`config.mk`:
```
export PLATFORM = sky130hd
export DESIGN_NAME = hsv_to_rgb_converter_core
export DESIGN_NICKNAME = d
export VERILOG_FILES = /design/src/sv/hsv2rgb_pkg.sv /design/src/sv/hsv2rgb_fifo.sv /design/src/sv/hsv2rgb_front.sv /design/src/sv/hsv2rgb_back.sv /design/src/sv/hsv_to_rgb_converter_core.sv
export SDC_FILE = /design/constraint.sdc
export NUM_CORES = 2
export LEC_CHECK = 0
export ABC_AREA = 1
export BUFFER_PORTS_ARGS = -buffer_cell sky130_fd_sc_hd__buf_2
export CAP_MARGIN = 20
export CORE_MARGIN = 2
export CORE_UTILIZATION = 40
export DETAILED_ROUTE_END_ITERATION = 12
export SLEW_MARGIN = 5
export SYNTH_ARGS = -nofsm -noshare
export SYNTH_HDL_FRONTEND = slang
export SYNTH_HIERARCHICAL = 1
export SYNTH_SLANG_ARGS = --single-unit
```
`constraint.sdc`:
```
create_clock -name clk -period 21.1 [get_ports clk]
set_input_delay 1.055 -clock clk [delete_from_list [all_inputs] [get_ports clk]]
set_output_delay 1.055 -clock clk [all_outputs]
set_load 0.1 [all_outputs]
```
`src/sv/hsv2rgb_pkg.sv`:
```
`default_nettype none

package hsv2rgb_pkg;

  // Field widths
  localparam int HUE_W = 9;
  localparam int SAT_W = 7;
  localparam int BRI_W = 15;
  localparam int CH_W  = 8;
  localparam int NUM_CH = 3;

  // Hue geometry
  localparam int SECTOR_DEG = 60;
  localparam int GAP_W      = 6;

  // Channel weight k: 6000 for chroma+m, 6000-60*s for m alone, 6000-s*gap
  // for ramp+m. Range -1620..6000 as a signed value.
  localparam int FULL_K = 100 * SECTOR_DEG;
  localparam int KS_W   = 14;

  // floor(255*b*k/153600000) = floor(17*b*k / (2^14 * 625))
  localparam int GAIN        = 17;
  localparam int K_W         = 17;
  localparam int PROD_W      = 32;
  localparam int PRE_SHIFT   = 14;
  localparam int QUOT_W      = PROD_W - PRE_SHIFT;
  localparam int DIV_CONST   = 625;
  localparam int SAT_LIMIT   = 256 * DIV_CONST;
  localparam int RECIP_SHIFT = 28;
  localparam int RECIP       = 429497;
  localparam int RECIP_W     = 19;
  localparam int REC_PROD_W  = QUOT_W + RECIP_W;

  // Queue depths
  localparam int MID_DEPTH = 2;
  localparam int OUT_DEPTH = 2;

  // Classified item travelling from the front to the back
  typedef struct packed {
    logic [BRI_W-1:0]             brightness;
    logic [NUM_CH-1:0][K_W-1:0]   kp;
  } item_t;

  typedef logic [NUM_CH-1:0][CH_W-1:0] pixel_t;

  // Lane order
  localparam int CH_RED   = 2;
  localparam int CH_GREEN = 1;
  localparam int CH_BLUE  = 0;

endpackage

`default_nettype wire

```
`src/sv/hsv2rgb_fifo.sv`:
```
`default_nettype none

module hsv2rgb_fifo #(
  parameter int WIDTH = 8,
  parameter int DEPTH = 2
) (
  input  wire logic             clk,
  input  wire logic             rst_n,
  input  wire logic             push,
  input  wire logic [WIDTH-1:0] wdata,
  output logic                  full,
  input  wire logic             pop,
  output logic [WIDTH-1:0]      rdata,
  output logic                  empty
);

  localparam int PTR_W = (DEPTH > 1) ? $clog2(DEPTH) : 1;
  localparam int CNT_W = $clog2(DEPTH + 1);

  logic [WIDTH-1:0] mem_r [DEPTH];
  logic [PTR_W-1:0] wr_ptr_r, wr_ptr_nxt;
  logic [PTR_W-1:0] rd_ptr_r, rd_ptr_nxt;
  logic [CNT_W-1:0] count_r, count_nxt;
  logic             do_push, do_pop;

  assign full    = (count_r == CNT_W'(DEPTH));
  assign empty   = (count_r == '0);
  assign do_push = push && !full;
  assign do_pop  = pop && !empty;
  assign rdata   = mem_r[rd_ptr_r];

  // Advance pointers with wrap, track fill level
  always_comb begin
    wr_ptr_nxt = wr_ptr_r;
    rd_ptr_nxt = rd_ptr_r;
    count_nxt  = count_r;
    if (do_push) begin
      wr_ptr_nxt = (wr_ptr_r == PTR_W'(DEPTH - 1)) ? '0 : wr_ptr_r + PTR_W'(1);
    end
    if (do_pop) begin
      rd_ptr_nxt = (rd_ptr_r == PTR_W'(DEPTH - 1)) ? '0 : rd_ptr_r + PTR_W'(1);
    end
    if (do_push && !do_pop) begin
      count_nxt = count_r + CNT_W'(1);
    end else if (do_pop && !do_push) begin
      count_nxt = count_r - CNT_W'(1);
    end
  end

  always_ff @(posedge clk) begin
    if (!rst_n) begin
      wr_ptr_r <= '0;
      rd_ptr_r <= '0;
      count_r  <= '0;
    end else begin
      wr_ptr_r <= wr_ptr_nxt;
      rd_ptr_r <= rd_ptr_nxt;
      count_r  <= count_nxt;
    end
  end

  // Store the pushed item
  always_ff @(posedge clk) begin
    if (do_push) begin
      mem_r[wr_ptr_r] <= wdata;
    end
  end

endmodule

`default_nettype wire

```
`src/sv/hsv2rgb_front.sv`:
```
`default_nettype none

module hsv2rgb_front (
  input  wire logic                           clk,
  input  wire logic                           rst_n,
  input  wire logic                           in_valid,
  output logic                                in_ready,
  input  wire logic [hsv2rgb_pkg::HUE_W-1:0]  in_hue,
  input  wire logic [hsv2rgb_pkg::SAT_W-1:0]  in_saturation,
  input  wire logic [hsv2rgb_pkg::BRI_W-1:0]  in_brightness,
  output logic                                out_valid,
  input  wire logic                           out_ready,
  output hsv2rgb_pkg::item_t                  out_item
);

  import hsv2rgb_pkg::*;

  typedef enum logic [2:0] {
    SEC_R_Y,
    SEC_Y_G,
    SEC_G_C,
    SEC_C_B,
    SEC_B_M,
    SEC_M_R
  } sector_t;

  localparam logic [HUE_W-1:0] DEG_1 = HUE_W'(SECTOR_DEG);
  localparam logic [HUE_W-1:0] DEG_2 = HUE_W'(2 * SECTOR_DEG);
  localparam logic [HUE_W-1:0] DEG_3 = HUE_W'(3 * SECTOR_DEG);
  localparam logic [HUE_W-1:0] DEG_4 = HUE_W'(4 * SECTOR_DEG);
  localparam logic [HUE_W-1:0] DEG_5 = HUE_W'(5 * SECTOR_DEG);
  localparam logic [HUE_W-1:0] DEG_6 = HUE_W'(6 * SECTOR_DEG);
  localparam logic [HUE_W-1:0] DEG_8 = HUE_W'(8 * SECTOR_DEG);
  localparam int SD_W = SAT_W + GAP_W;

  sector_t                sector;
  logic [HUE_W-1:0]       rem;
  logic [HUE_W-1:0]       gap_wide;
  logic [GAP_W-1:0]       gap;
  logic [SD_W-1:0]        s_gap;
  logic [SD_W-1:0]        s_full;
  logic signed [KS_W-1:0] k_x;
  logic signed [KS_W-1:0] k_z;
  logic [K_W-1:0]         kp_c, kp_x, kp_z;
  item_t                  item_nxt;
  item_t                  item_r;
  logic                   valid_r;

  // Scale a positive weight by the gain, clamp the rest to zero
  function automatic logic [K_W-1:0] scale_k(input logic signed [KS_W-1:0] k);
    logic [K_W-1:0] mag;
    mag = K_W'(unsigned'(k));
    if (k > 0) begin
      return mag * K_W'(GAIN);
    end
    return '0;
  endfunction

  // Classify hue into a sector; anything past the last boundary stays there
  always_comb begin
    if (in_hue < DEG_1)      sector = SEC_R_Y;
    else if (in_hue < DEG_2) sector = SEC_Y_G;
    else if (in_hue < DEG_3) sector = SEC_G_C;
    else if (in_hue < DEG_4) sector = SEC_C_B;
    else if (in_hue < DEG_5) sector = SEC_B_M;
    else                     sector = SEC_M_R;
  end

  // Reduce hue modulo two sectors, then distance from the sector edge
  always_comb begin
    if (in_hue >= DEG_8)      rem = in_hue - DEG_8;
    else if (in_hue >= DEG_6) rem = in_hue - DEG_6;
    else if (in_hue >= DEG_4) rem = in_hue - DEG_4;
    else if (in_hue >= DEG_2) rem = in_hue - DEG_2;
    else                      rem = in_hue;
    gap_wide = (rem >= DEG_1) ? rem - DEG_1 : DEG_1 - rem;
    gap      = gap_wide[GAP_W-1:0];
  end

  // Channel weights
  always_comb begin
    s_gap  = SD_W'(in_saturation) * SD_W'(gap);
    s_full = SD_W'(in_saturation) * SD_W'(SECTOR_DEG);
    k_x    = KS_W'(FULL_K) - $signed({1'b0, s_gap});
    k_z    = KS_W'(FULL_K) - $signed({1'b0, s_full});
    kp_c   = K_W'(FULL_K * GAIN);
    kp_x   = scale_k(k_x);
    kp_z   = scale_k(k_z);
  end

  // Place chroma, ramp and zero on the channels
  always_comb begin
    item_nxt.brightness = in_brightness;
    unique case (sector)
      SEC_R_Y: begin
        item_nxt.kp[CH_RED] = kp_c; item_nxt.kp[CH_GREEN] = kp_x;
        item_nxt.kp[CH_BLUE] = kp_z;
      end
      SEC_Y_G: begin
        item_nxt.kp[CH_RED] = kp_x; item_nxt.kp[CH_GREEN] = kp_c;
        item_nxt.kp[CH_BLUE] = kp_z;
      end
      SEC_G_C: begin
        item_nxt.kp[CH_RED] = kp_z; item_nxt.kp[CH_GREEN] = kp_c;
        item_nxt.kp[CH_BLUE] = kp_x;
      end
      SEC_C_B: begin
        item_nxt.kp[CH_RED] = kp_z; item_nxt.kp[CH_GREEN] = kp_x;
        item_nxt.kp[CH_BLUE] = kp_c;
      end
      SEC_B_M: begin
        item_nxt.kp[CH_RED] = kp_x; item_nxt.kp[CH_GREEN] = kp_z;
        item_nxt.kp[CH_BLUE] = kp_c;
      end
      default: begin
        item_nxt.kp[CH_RED] = kp_c; item_nxt.kp[CH_GREEN] = kp_z;
        item_nxt.kp[CH_BLUE] = kp_x;
      end
    endcase
  end

  // Output register: load when empty or draining
  assign in_ready  = !valid_r || out_ready;
  assign out_valid = valid_r;
  assign out_item  = item_r;

  always_ff @(posedge clk) begin
    if (!rst_n) begin
      valid_r <= 1'b0;
    end else if (in_ready) begin
      valid_r <= in_valid;
    end
  end

  always_ff @(posedge clk) begin
    if (in_ready && in_valid) begin
      item_r <= item_nxt;
    end
  end

endmodule

`default_nettype wire

```
`src/sv/hsv2rgb_back.sv`:
```
`default_nettype none

module hsv2rgb_back (
  input  wire logic          clk,
  input  wire logic          rst_n,
  input  wire logic          in_valid,
  output logic               in_ready,
  input  wire hsv2rgb_pkg::item_t in_item,
  output logic               out_valid,
  input  wire logic          out_ready,
  output hsv2rgb_pkg::pixel_t out_pixel
);

  import hsv2rgb_pkg::*;

  logic                                 adv1, adv2;
  logic                                 v1_r, v2_r;
  logic [PROD_W-1:0]                    prod0 [NUM_CH];
  logic [NUM_CH-1:0][QUOT_W-1:0]        quot_r, quot_nxt;
  logic [NUM_CH-1:0][REC_PROD_W-1:0]    rprod_r, rprod_nxt;
  logic [NUM_CH-1:0]                    sat_r, sat_nxt;

  // Stall control: each stage moves when the one after has room
  assign adv2      = !v2_r || out_ready;
  assign adv1      = !v1_r || adv2;
  assign in_ready  = adv1;
  assign out_valid = v2_r;

  // Stage 1: brightness times weight, drop the power-of-two part
  always_comb begin
    for (int i = 0; i < NUM_CH; i++) begin
      prod0[i]    = PROD_W'(in_item.brightness) * PROD_W'(in_item.kp[i]);
      quot_nxt[i] = prod0[i][PRE_SHIFT +: QUOT_W];
    end
  end

  // Stage 2: divide by the odd part through its reciprocal, flag overflow
  always_comb begin
    for (int i = 0; i < NUM_CH; i++) begin
      sat_nxt[i]   = (quot_r[i] >= QUOT_W'(SAT_LIMIT));
      rprod_nxt[i] = REC_PROD_W'(quot_r[i]) * REC_PROD_W'(RECIP);
    end
  end

  // Clamp to full scale
  always_comb begin
    for (int i = 0; i < NUM_CH; i++) begin
      out_pixel[i] = sat_r[i] ? {CH_W{1'b1}} : rprod_r[i][RECIP_SHIFT +: CH_W];
    end
  end

  always_ff @(posedge clk) begin
    if (!rst_n) begin
      v1_r <= 1'b0;
      v2_r <= 1'b0;
    end else begin
      if (adv1) v1_r <= in_valid;
      if (adv2) v2_r <= v1_r;
    end
  end

  always_ff @(posedge clk) begin
    if (adv1 && in_valid) begin
      quot_r <= quot_nxt;
    end
    if (adv2 && v1_r) begin
      rprod_r <= rprod_nxt;
      sat_r   <= sat_nxt;
    end
  end

endmodule

`default_nettype wire

```
`src/sv/hsv_to_rgb_converter_core.sv`:
```
// Path of an item: front register, mid queue, back stages 1 and 2, output queue.
// Throughput: one item per cycle when not stalled, set by the two-stage
// multiply pipeline in the back part; the mid and output queues absorb
// stalls on either side. Reset (rst_n, synchronous, active low) empties both
// queues and clears all stage valid flags; no state survives an item.
`default_nettype none

module hsv_to_rgb_converter_core #(
  parameter int MID_DEPTH = hsv2rgb_pkg::MID_DEPTH,
  parameter int OUT_DEPTH = hsv2rgb_pkg::OUT_DEPTH
) (
  input  wire logic                          clk,
  input  wire logic                          rst_n,
  input  wire logic                          in_push,
  output logic                               in_full,
  input  wire logic [hsv2rgb_pkg::HUE_W-1:0] in_hue,
  input  wire logic [hsv2rgb_pkg::SAT_W-1:0] in_saturation,
  input  wire logic [hsv2rgb_pkg::BRI_W-1:0] in_brightness,
  output logic                               out_empty,
  input  wire logic                          out_pop,
  output logic [hsv2rgb_pkg::CH_W-1:0]       out_red,
  output logic [hsv2rgb_pkg::CH_W-1:0]       out_green,
  output logic [hsv2rgb_pkg::CH_W-1:0]       out_blue
);

  import hsv2rgb_pkg::*;

  logic   front_ready, front_v;
  item_t  front_item;
  logic   mid_full, mid_empty;
  item_t  mid_item;
  logic   back_ready, back_v;
  pixel_t back_pixel;
  logic   out_full_q;
  pixel_t out_pixel;

  assign in_full = !front_ready;

  // Classify hue and build channel weights
  hsv2rgb_front u_front (
    .clk           (clk),
    .rst_n         (rst_n),
    .in_valid      (in_push),
    .in_ready      (front_ready),
    .in_hue        (in_hue),
    .in_saturation (in_saturation),
    .in_brightness (in_brightness),
    .out_valid     (front_v),
    .out_ready     (!mid_full),
    .out_item      (front_item)
  );

  // Decouple front from back
  hsv2rgb_fifo #(
    .WIDTH ($bits(item_t)),
    .DEPTH (MID_DEPTH)
  ) u_mid_q (
    .clk   (clk),
    .rst_n (rst_n),
    .push  (front_v),
    .wdata (front_item),
    .full  (mid_full),
    .pop   (back_ready),
    .rdata (mid_item),
    .empty (mid_empty)
  );

  // Scale and divide per channel
  hsv2rgb_back u_back (
    .clk       (clk),
    .rst_n     (rst_n),
    .in_valid  (!mid_empty),
    .in_ready  (back_ready),
    .in_item   (mid_item),
    .out_valid (back_v),
    .out_ready (!out_full_q),
    .out_pixel (back_pixel)
  );

  // Hold finished items for the consumer
  hsv2rgb_fifo #(
    .WIDTH ($bits(pixel_t)),
    .DEPTH (OUT_DEPTH)
  ) u_out_q (
    .clk   (clk),
    .rst_n (rst_n),
    .push  (back_v),
    .wdata (back_pixel),
    .full  (out_full_q),
    .pop   (out_pop),
    .rdata (out_pixel),
    .empty (out_empty)
  );

  assign out_red   = out_pixel[CH_RED];
  assign out_green = out_pixel[CH_GREEN];
  assign out_blue  = out_pixel[CH_BLUE];

  // A stalled front item must hold until the mid queue takes it
  a_front_hold: assert property (@(posedge clk) disable iff (!rst_n)
    front_v && mid_full |=> front_v && $stable(front_item))
    else $error("front item changed while stalled");

  // A stalled back result must hold until the output queue takes it
  a_back_hold: assert property (@(posedge clk) disable iff (!rst_n)
    back_v && out_full_q |=> back_v && $stable(back_pixel))
    else $error("back result changed while stalled");

  // An accepted item lands in the front register
  a_accept_lands: assert property (@(posedge clk) disable iff (!rst_n)
    in_push && !in_full |=> front_v)
    else $error("accepted item lost at front");

  // Reset leaves nothing in flight
  a_reset_clear: assert property (@(posedge clk)
    !rst_n |=> out_empty && !front_v && !back_v)
    else $error("items present after reset");

endmodule

`default_nettype wire

```
# Yosys cells after proc, flatten, opt, wreduce, memory -nomap -nowiden
# Memory sizes are Yosys's and may differ from the RTL's. A register that Yosys moved wholly into a read port is not among the register bits.
# Cells that the tools add are included.
[word_totals] elab_cells=135 in_bits=35 latch_bits=0 n_memories=2 ram_bits=180 regBits=242 romBits=0
[op_classes] magnitude_cmp=15 add_sub_neg=16 n_reduce_logical=30 n_mux=36 multipliers=10 div=0 shifts=0 n_eq_ne=6 bitwise=0
[mem_list] memory="u_mid_q.mem_r" words=2 width=66 read_ports=1 rd_clocked_by_memory_dff=1 wr=1 line="hsv2rgb_fifo.sv:20" rtl="logic [WIDTH-1:0] mem_r [DEPTH];"
[mem_list] memory="u_out_q.mem_r" words=2 width=24 read_ports=1 rd_clocked_by_memory_dff=1 wr=1 line="hsv2rgb_fifo.sv:20"
[ops] operator="51-bit one-hot mux with 5 select lines" n=1
[ops] operator="18-bit by 19-bit multiplier with 36-bit output, second input constant" n=3
[ops] operator="15-bit by 17-bit multiplier with 32-bit output" n=3
[ops] operator="17-bit 2-to-1 mux" n=4
[ops] operator="18-bit greater-or-equal comparator, second input constant" n=3
[ops] operator="9-bit 2-to-1 mux" n=4
[ops] operator="14-bit by 5-bit multiplier with 17-bit output, second input constant" n=2
[ops] operator="14-bit by 1-bit greater-than comparator with 1-bit output, second input constant" n=2
[ops] operator="13-bit by 13-bit subtractor with 14-bit output, first input constant" n=2
[ops] operator="8-bit 2-to-1 mux" n=3
[ops] operator="9-bit greater-or-equal comparator, second input constant" n=2
[ops] operator="9-bit by 8-bit < comparator with 1-bit output, second input constant" n=2
[ops] operator="9-bit subtractor, second input constant" n=2
[ops] operator="1-bit 2-to-1 mux" n=15
[ops] operator="7-bit by 6-bit multiplier with 13-bit output" n=1
[ops] operator="1-bit logical NOT" n=12
[ops] operator="3-bit 2-to-1 mux" n=4
[ops] operator="7-bit by 4-bit multiplier with 11-bit output, second input constant" n=1
[ops] operator="1-bit logical AND" n=10
[ops] operator="9-bit by 6-bit greater-or-equal comparator with 1-bit output, second input constant" n=1
[ops] operator="9-bit by 7-bit greater-or-equal comparator with 1-bit output, second input constant" n=1
[ops] operator="9-bit by 8-bit greater-or-equal comparator with 1-bit output, second input constant" n=1
[ops] operator="9-bit by 6-bit < comparator with 1-bit output, second input constant" n=1
[ops] operator="9-bit by 7-bit < comparator with 1-bit output, second input constant" n=1
[ops] operator="18 further kinds" n=32

# Longest topological paths before layout
[logic_depth] ltp_word=13 ltp_mapped=49

# By module
# The synthesis kept the hierarchy.
[modules_own_cells] module="hsv2rgb_back" cells_each=6229 n_inst=1 area_each_um2=48716.7
[modules_own_cells] module="hsv2rgb_front" cells_each=999 n_inst=1 area_each_um2=7775.0
[modules_own_cells] module="hsv2rgb_fifo at u_mid_q" cells_each=243 n_inst=1 area_each_um2=5165.0
[modules_own_cells] module="hsv2rgb_fifo at u_out_q" cells_each=113 n_inst=1 area_each_um2=2083.2
[modules_own_cells] module="hsv_to_rgb_converter_core" cells_each=4 n_inst=1 area_each_um2=15.0

# Worst setup path after synthesis
# OpenSTA, ideal clock, no wires.
[synth_timing] kind="input -> register" from="input port in_hue[4] (netlist name)" to="register u_front.item_r (netlist bit u_front/out_item[13]), data pin" setup_slack_ns=13.599 path_buffers=0 stages=38 arrival_ns=7.240 required_ns=20.839 setup_ns=0.261 path_cell_list="inv_1 ha_1 inv_1 a21oi_2 o21ai_0 nand2_1 nand2_1 nand3_1 nand2_2 ha_1 inv_1 nor2_1 nand2_1 nand2_1 nand2_4 nand2_4 nand2_4 nand3_1 [... 2 more ...] fa_1 fa_1 ha_1 nand2_1 or2_1 nand3_1 xor2_1 inv_1 ha_1 ha_1 a21oi_1 o21ai_0 a21oi_1 nor2_1 o21ai_0 nand3_1 nand4_1 o21ai_0"
[synth_lines] element="start: declaration" line="hsv_to_rgb_converter_core.sv:16" rtl="input wire logic [hsv2rgb_pkg::HUE_W-1:0] in_hue,"
[synth_lines] element="end signal: assignment" line="hsv2rgb_front.sv:137" rtl="item_r <= item_nxt;"
[synth_lines] element="end: declaration" line="hsv2rgb_front.sv:46" rtl="item_t item_r;"

==> impl_metrics.toml <==
[global_route]
grt_pass1_vias = 49630
grt_overflow = 0
grt_max_degree = 67
track_usage = 0.1944
antenna_found_initial = 9
grt_pass1_wl_um = 255500

[clock_tree]
cts_tree = "built"
clk_latency_ns = 0.62
post_cts_resize_count = 0
clock-sinks = 340
cts_hold_buf = 0
clkTransAtPathRegs_ns = 0.08
numCtsBuffers = 41
postCtsSetupRepairBufs = 0
cts_root_buf = "clkbuf_16"
h-tree-depth = 2
clock_path_buffers = 3

[drt]
drtIter0Drc = 2547
routedWlPerCell_um = 15.87
vias = 46480
viasPerCell = 4.811
ant_nets = 0
wl_um = 153300
drc_errors = 0
dr.pass1.iters = 6

[yosys]
ys_warn_count = 6
synthXorXnorAreaFrac = 0.009204
synth_area_leaders = "fa_1 (31%), ha_1 (16%), edfxtp_1 (15%)"
yosysMostFrequentCell = "inv_1"
syn_nets = 9446
netlist_area_um2 = 63750
synth_edf_count = 327
synthArstFlopShare = 0
synthAdderAreaFrac = 0.4745
synthMuxAreaShare = 0.01943
synthFlopType = "edfxtp_1"
yosysTopAreaCell = "fa_1"
synthTopCellsByCount = "inv_1 (2,154), nand2_1 (1,673), fa_1 (991)"
avgSynthCellArea_um2 = 8.402
synth_compound_area_frac = 0.03974
ys_seq_elements = 340
synth_top_family_by_area = "adder cells"
synth_simple_gate_area_frac = 0.1602
ys_seq_area_frac = 0.1581
syn_inst = 7588
synth.top_cell.area_share = 0.3112
synth_cell_types = 53

[floorplan]
die_h_um = 403.2
num_rows = 146
start_util = 0.4025
coreArea_um2 = 158400
dieArea_um2 = 162600
ioPinCount = 61
die_w_um = 403.2

[worst_setup_path]
startpoint_type = "primary input"
end_kind = "register"
cp.required_ns = 21.49
cp_num_buf_inv = 5
critical-path-slowest-cell = "fa_1"
critPathKind = "primary input to register"
worst_ep_arrival_time_ns = 8.49
critPathTopFamily = "adder cells"
crit_path_frequent_cell = "nand2_1"
crit_fanout = 9
slowest_delay_ns = 0.58

[cells_and_area]
n_antenna_cell = 0
nets = 9414
area_growth_pct = 5.903
fin_cells = 9660
drive_gt1_frac = 0.04758

[timing]
fin_crit_ns = 8.091
rsz0062_at_grt = "no"
tns_ns = 0
fin_crit_sh = 0.3835
skew_ns = 0.04588
slew_violations = 0
fmax_ghz = 0.1236
setup_viol = 0
slew_headroom = 0.1802
finalHoldViolCount = 0
tightest_slew_ns = 1.230

[placed_design]
hpwl_um = 126700
io_buffers = 60
placed_cells = 9585
gp_congestion = 0.9096

[flow_run]
max-cap-violations = 0

[outcome]
status = "completed"

[worst_hold_path]
hp-class = "register to register"
## worst reg2reg max path, delay by kind of cell, from the launching register on
| family | cells | cell delay, ns |
|---|---|---|
| AO/OA/AOI/OAI | 3 | 0.69 |
| multiplexers | 1 | 0.61 |
| adder cells (fa/ha/maj) | 7 | 3.43 |
| flip-flops | 1 | 0.68 |
| buffers and inverters | 5 | 1.32 |
| AND/OR/NAND/NOR | 6 | 0.68 |
## final timing paths
kind	slack [ns]	start	cells past startpoint	to
max	13.01	in_hue[4]	40	u_front/out_item[13]$_DFFE_PP_
max reg2reg	13.44	register	22	u_back/quot_r[15]$_DFFE_PP_
min reg2reg	0.43	u_front/out_item[54]$_DFFE_PP_	0	u_mid_q/mem_r[1][54]$_DFFE_PP_
min	0.43	u_front/out_item[54]$_DFFE_PP_	0	u_mid_q/mem_r[1][54]$_DFFE_PP_
## through the flow
stage	area, um2	setup WS (ns)	util	hold WS [ns]
2_1_floorplan	63750	13.60	-	0.4215
3_3_place_gp	66140	12.51	0.4176	0.4228
3_5_place_dp	66140	12.51	0.4176	0.4290
4_1_cts	67520	13.09	0.4263	0.4304
5_1_grt	67520	12.36	0.4263	0.4409
6_report	67520	13.01	0.4263	0.4251
## state kept, by name (all words and copies together), names as in the netlist, 2 cells and up, named ones only
signal	flops
u_mid_q/mem_r	132
u_front/out_item	66
u_back/quot_r	54
u_out_q/mem_r	48
u_back/rprod_r	24
u_back/sat_r	3
u_mid_q/count_r	2
u_out_q/count_r	2
## area by class of cell
type                    instances  area (um2)
well taps                    2072        2592
fillers                     15740       90860
inverters                    2164        8123
flip-flops and latches        340       10080
clock inverters                29       290.3
repair buffers                 84       480.5
clock buffers                  46        1087
multi-input cells            4925       44860
## logic make-up after synthesis
group	count (synthesis)
AND/OR/NAND/NOR	2479
AO/OA/AOI/OAI	466
flip-flops	340
multiplexers	90
adder cells (fa/ha/maj)	1823
XOR/XNOR	67
buffers and inverters	2323
## cell usage in the layout, fill, tap and decap left out, types with 4 or more instances in the layout
cell type and instances:
inv_1 2153, nand2_1 1673, fa_1 991, ha_1 832, nor2_1 377, edfxtp_1 327
nand3_1 233, a21oi_1 232, o21ai_0 139, buf_2 60, mux2_4 60, xor2_1 48
nor3_1 45, clkbuf_16 43, nand4_1 30, mux2_2 30, or2_2 28, buf_4 24
a21o_1 23, nand2_2 21, xnor2_1 19, o21bai_1 18, nor2_4 17, a31oi_1 16
nand2_4 14, o21ai_1 12, dfxtp_1 12, nor2_2 11, inv_2 11, inv_6 8
clkinv_1 7, nor4_1 7, nand3_2 7, clkinv_2 6, o21a_1 5, nand3b_1 5
bufinv_16 4, a21boi_0 4
## routing by layer
layer | share of wire | up-vias | wire (um) | global-route usage
met2 | 0.48 | 924 | 73890 | 0.3363
met1 | 0.45 | 22760 | 69230 | 0.2585
met3 | 0.043 | 204 | 6660 | 0.02310
met4 | 0.022 | 14 | 3425 | 0.04902
li1 | - | 22570 | - | -
met5 | 0.00055 | - | 84 | 0
Power is not shown: default switching activity piles up to over one toggle a cycle in this logic, so the estimate is an artifact.
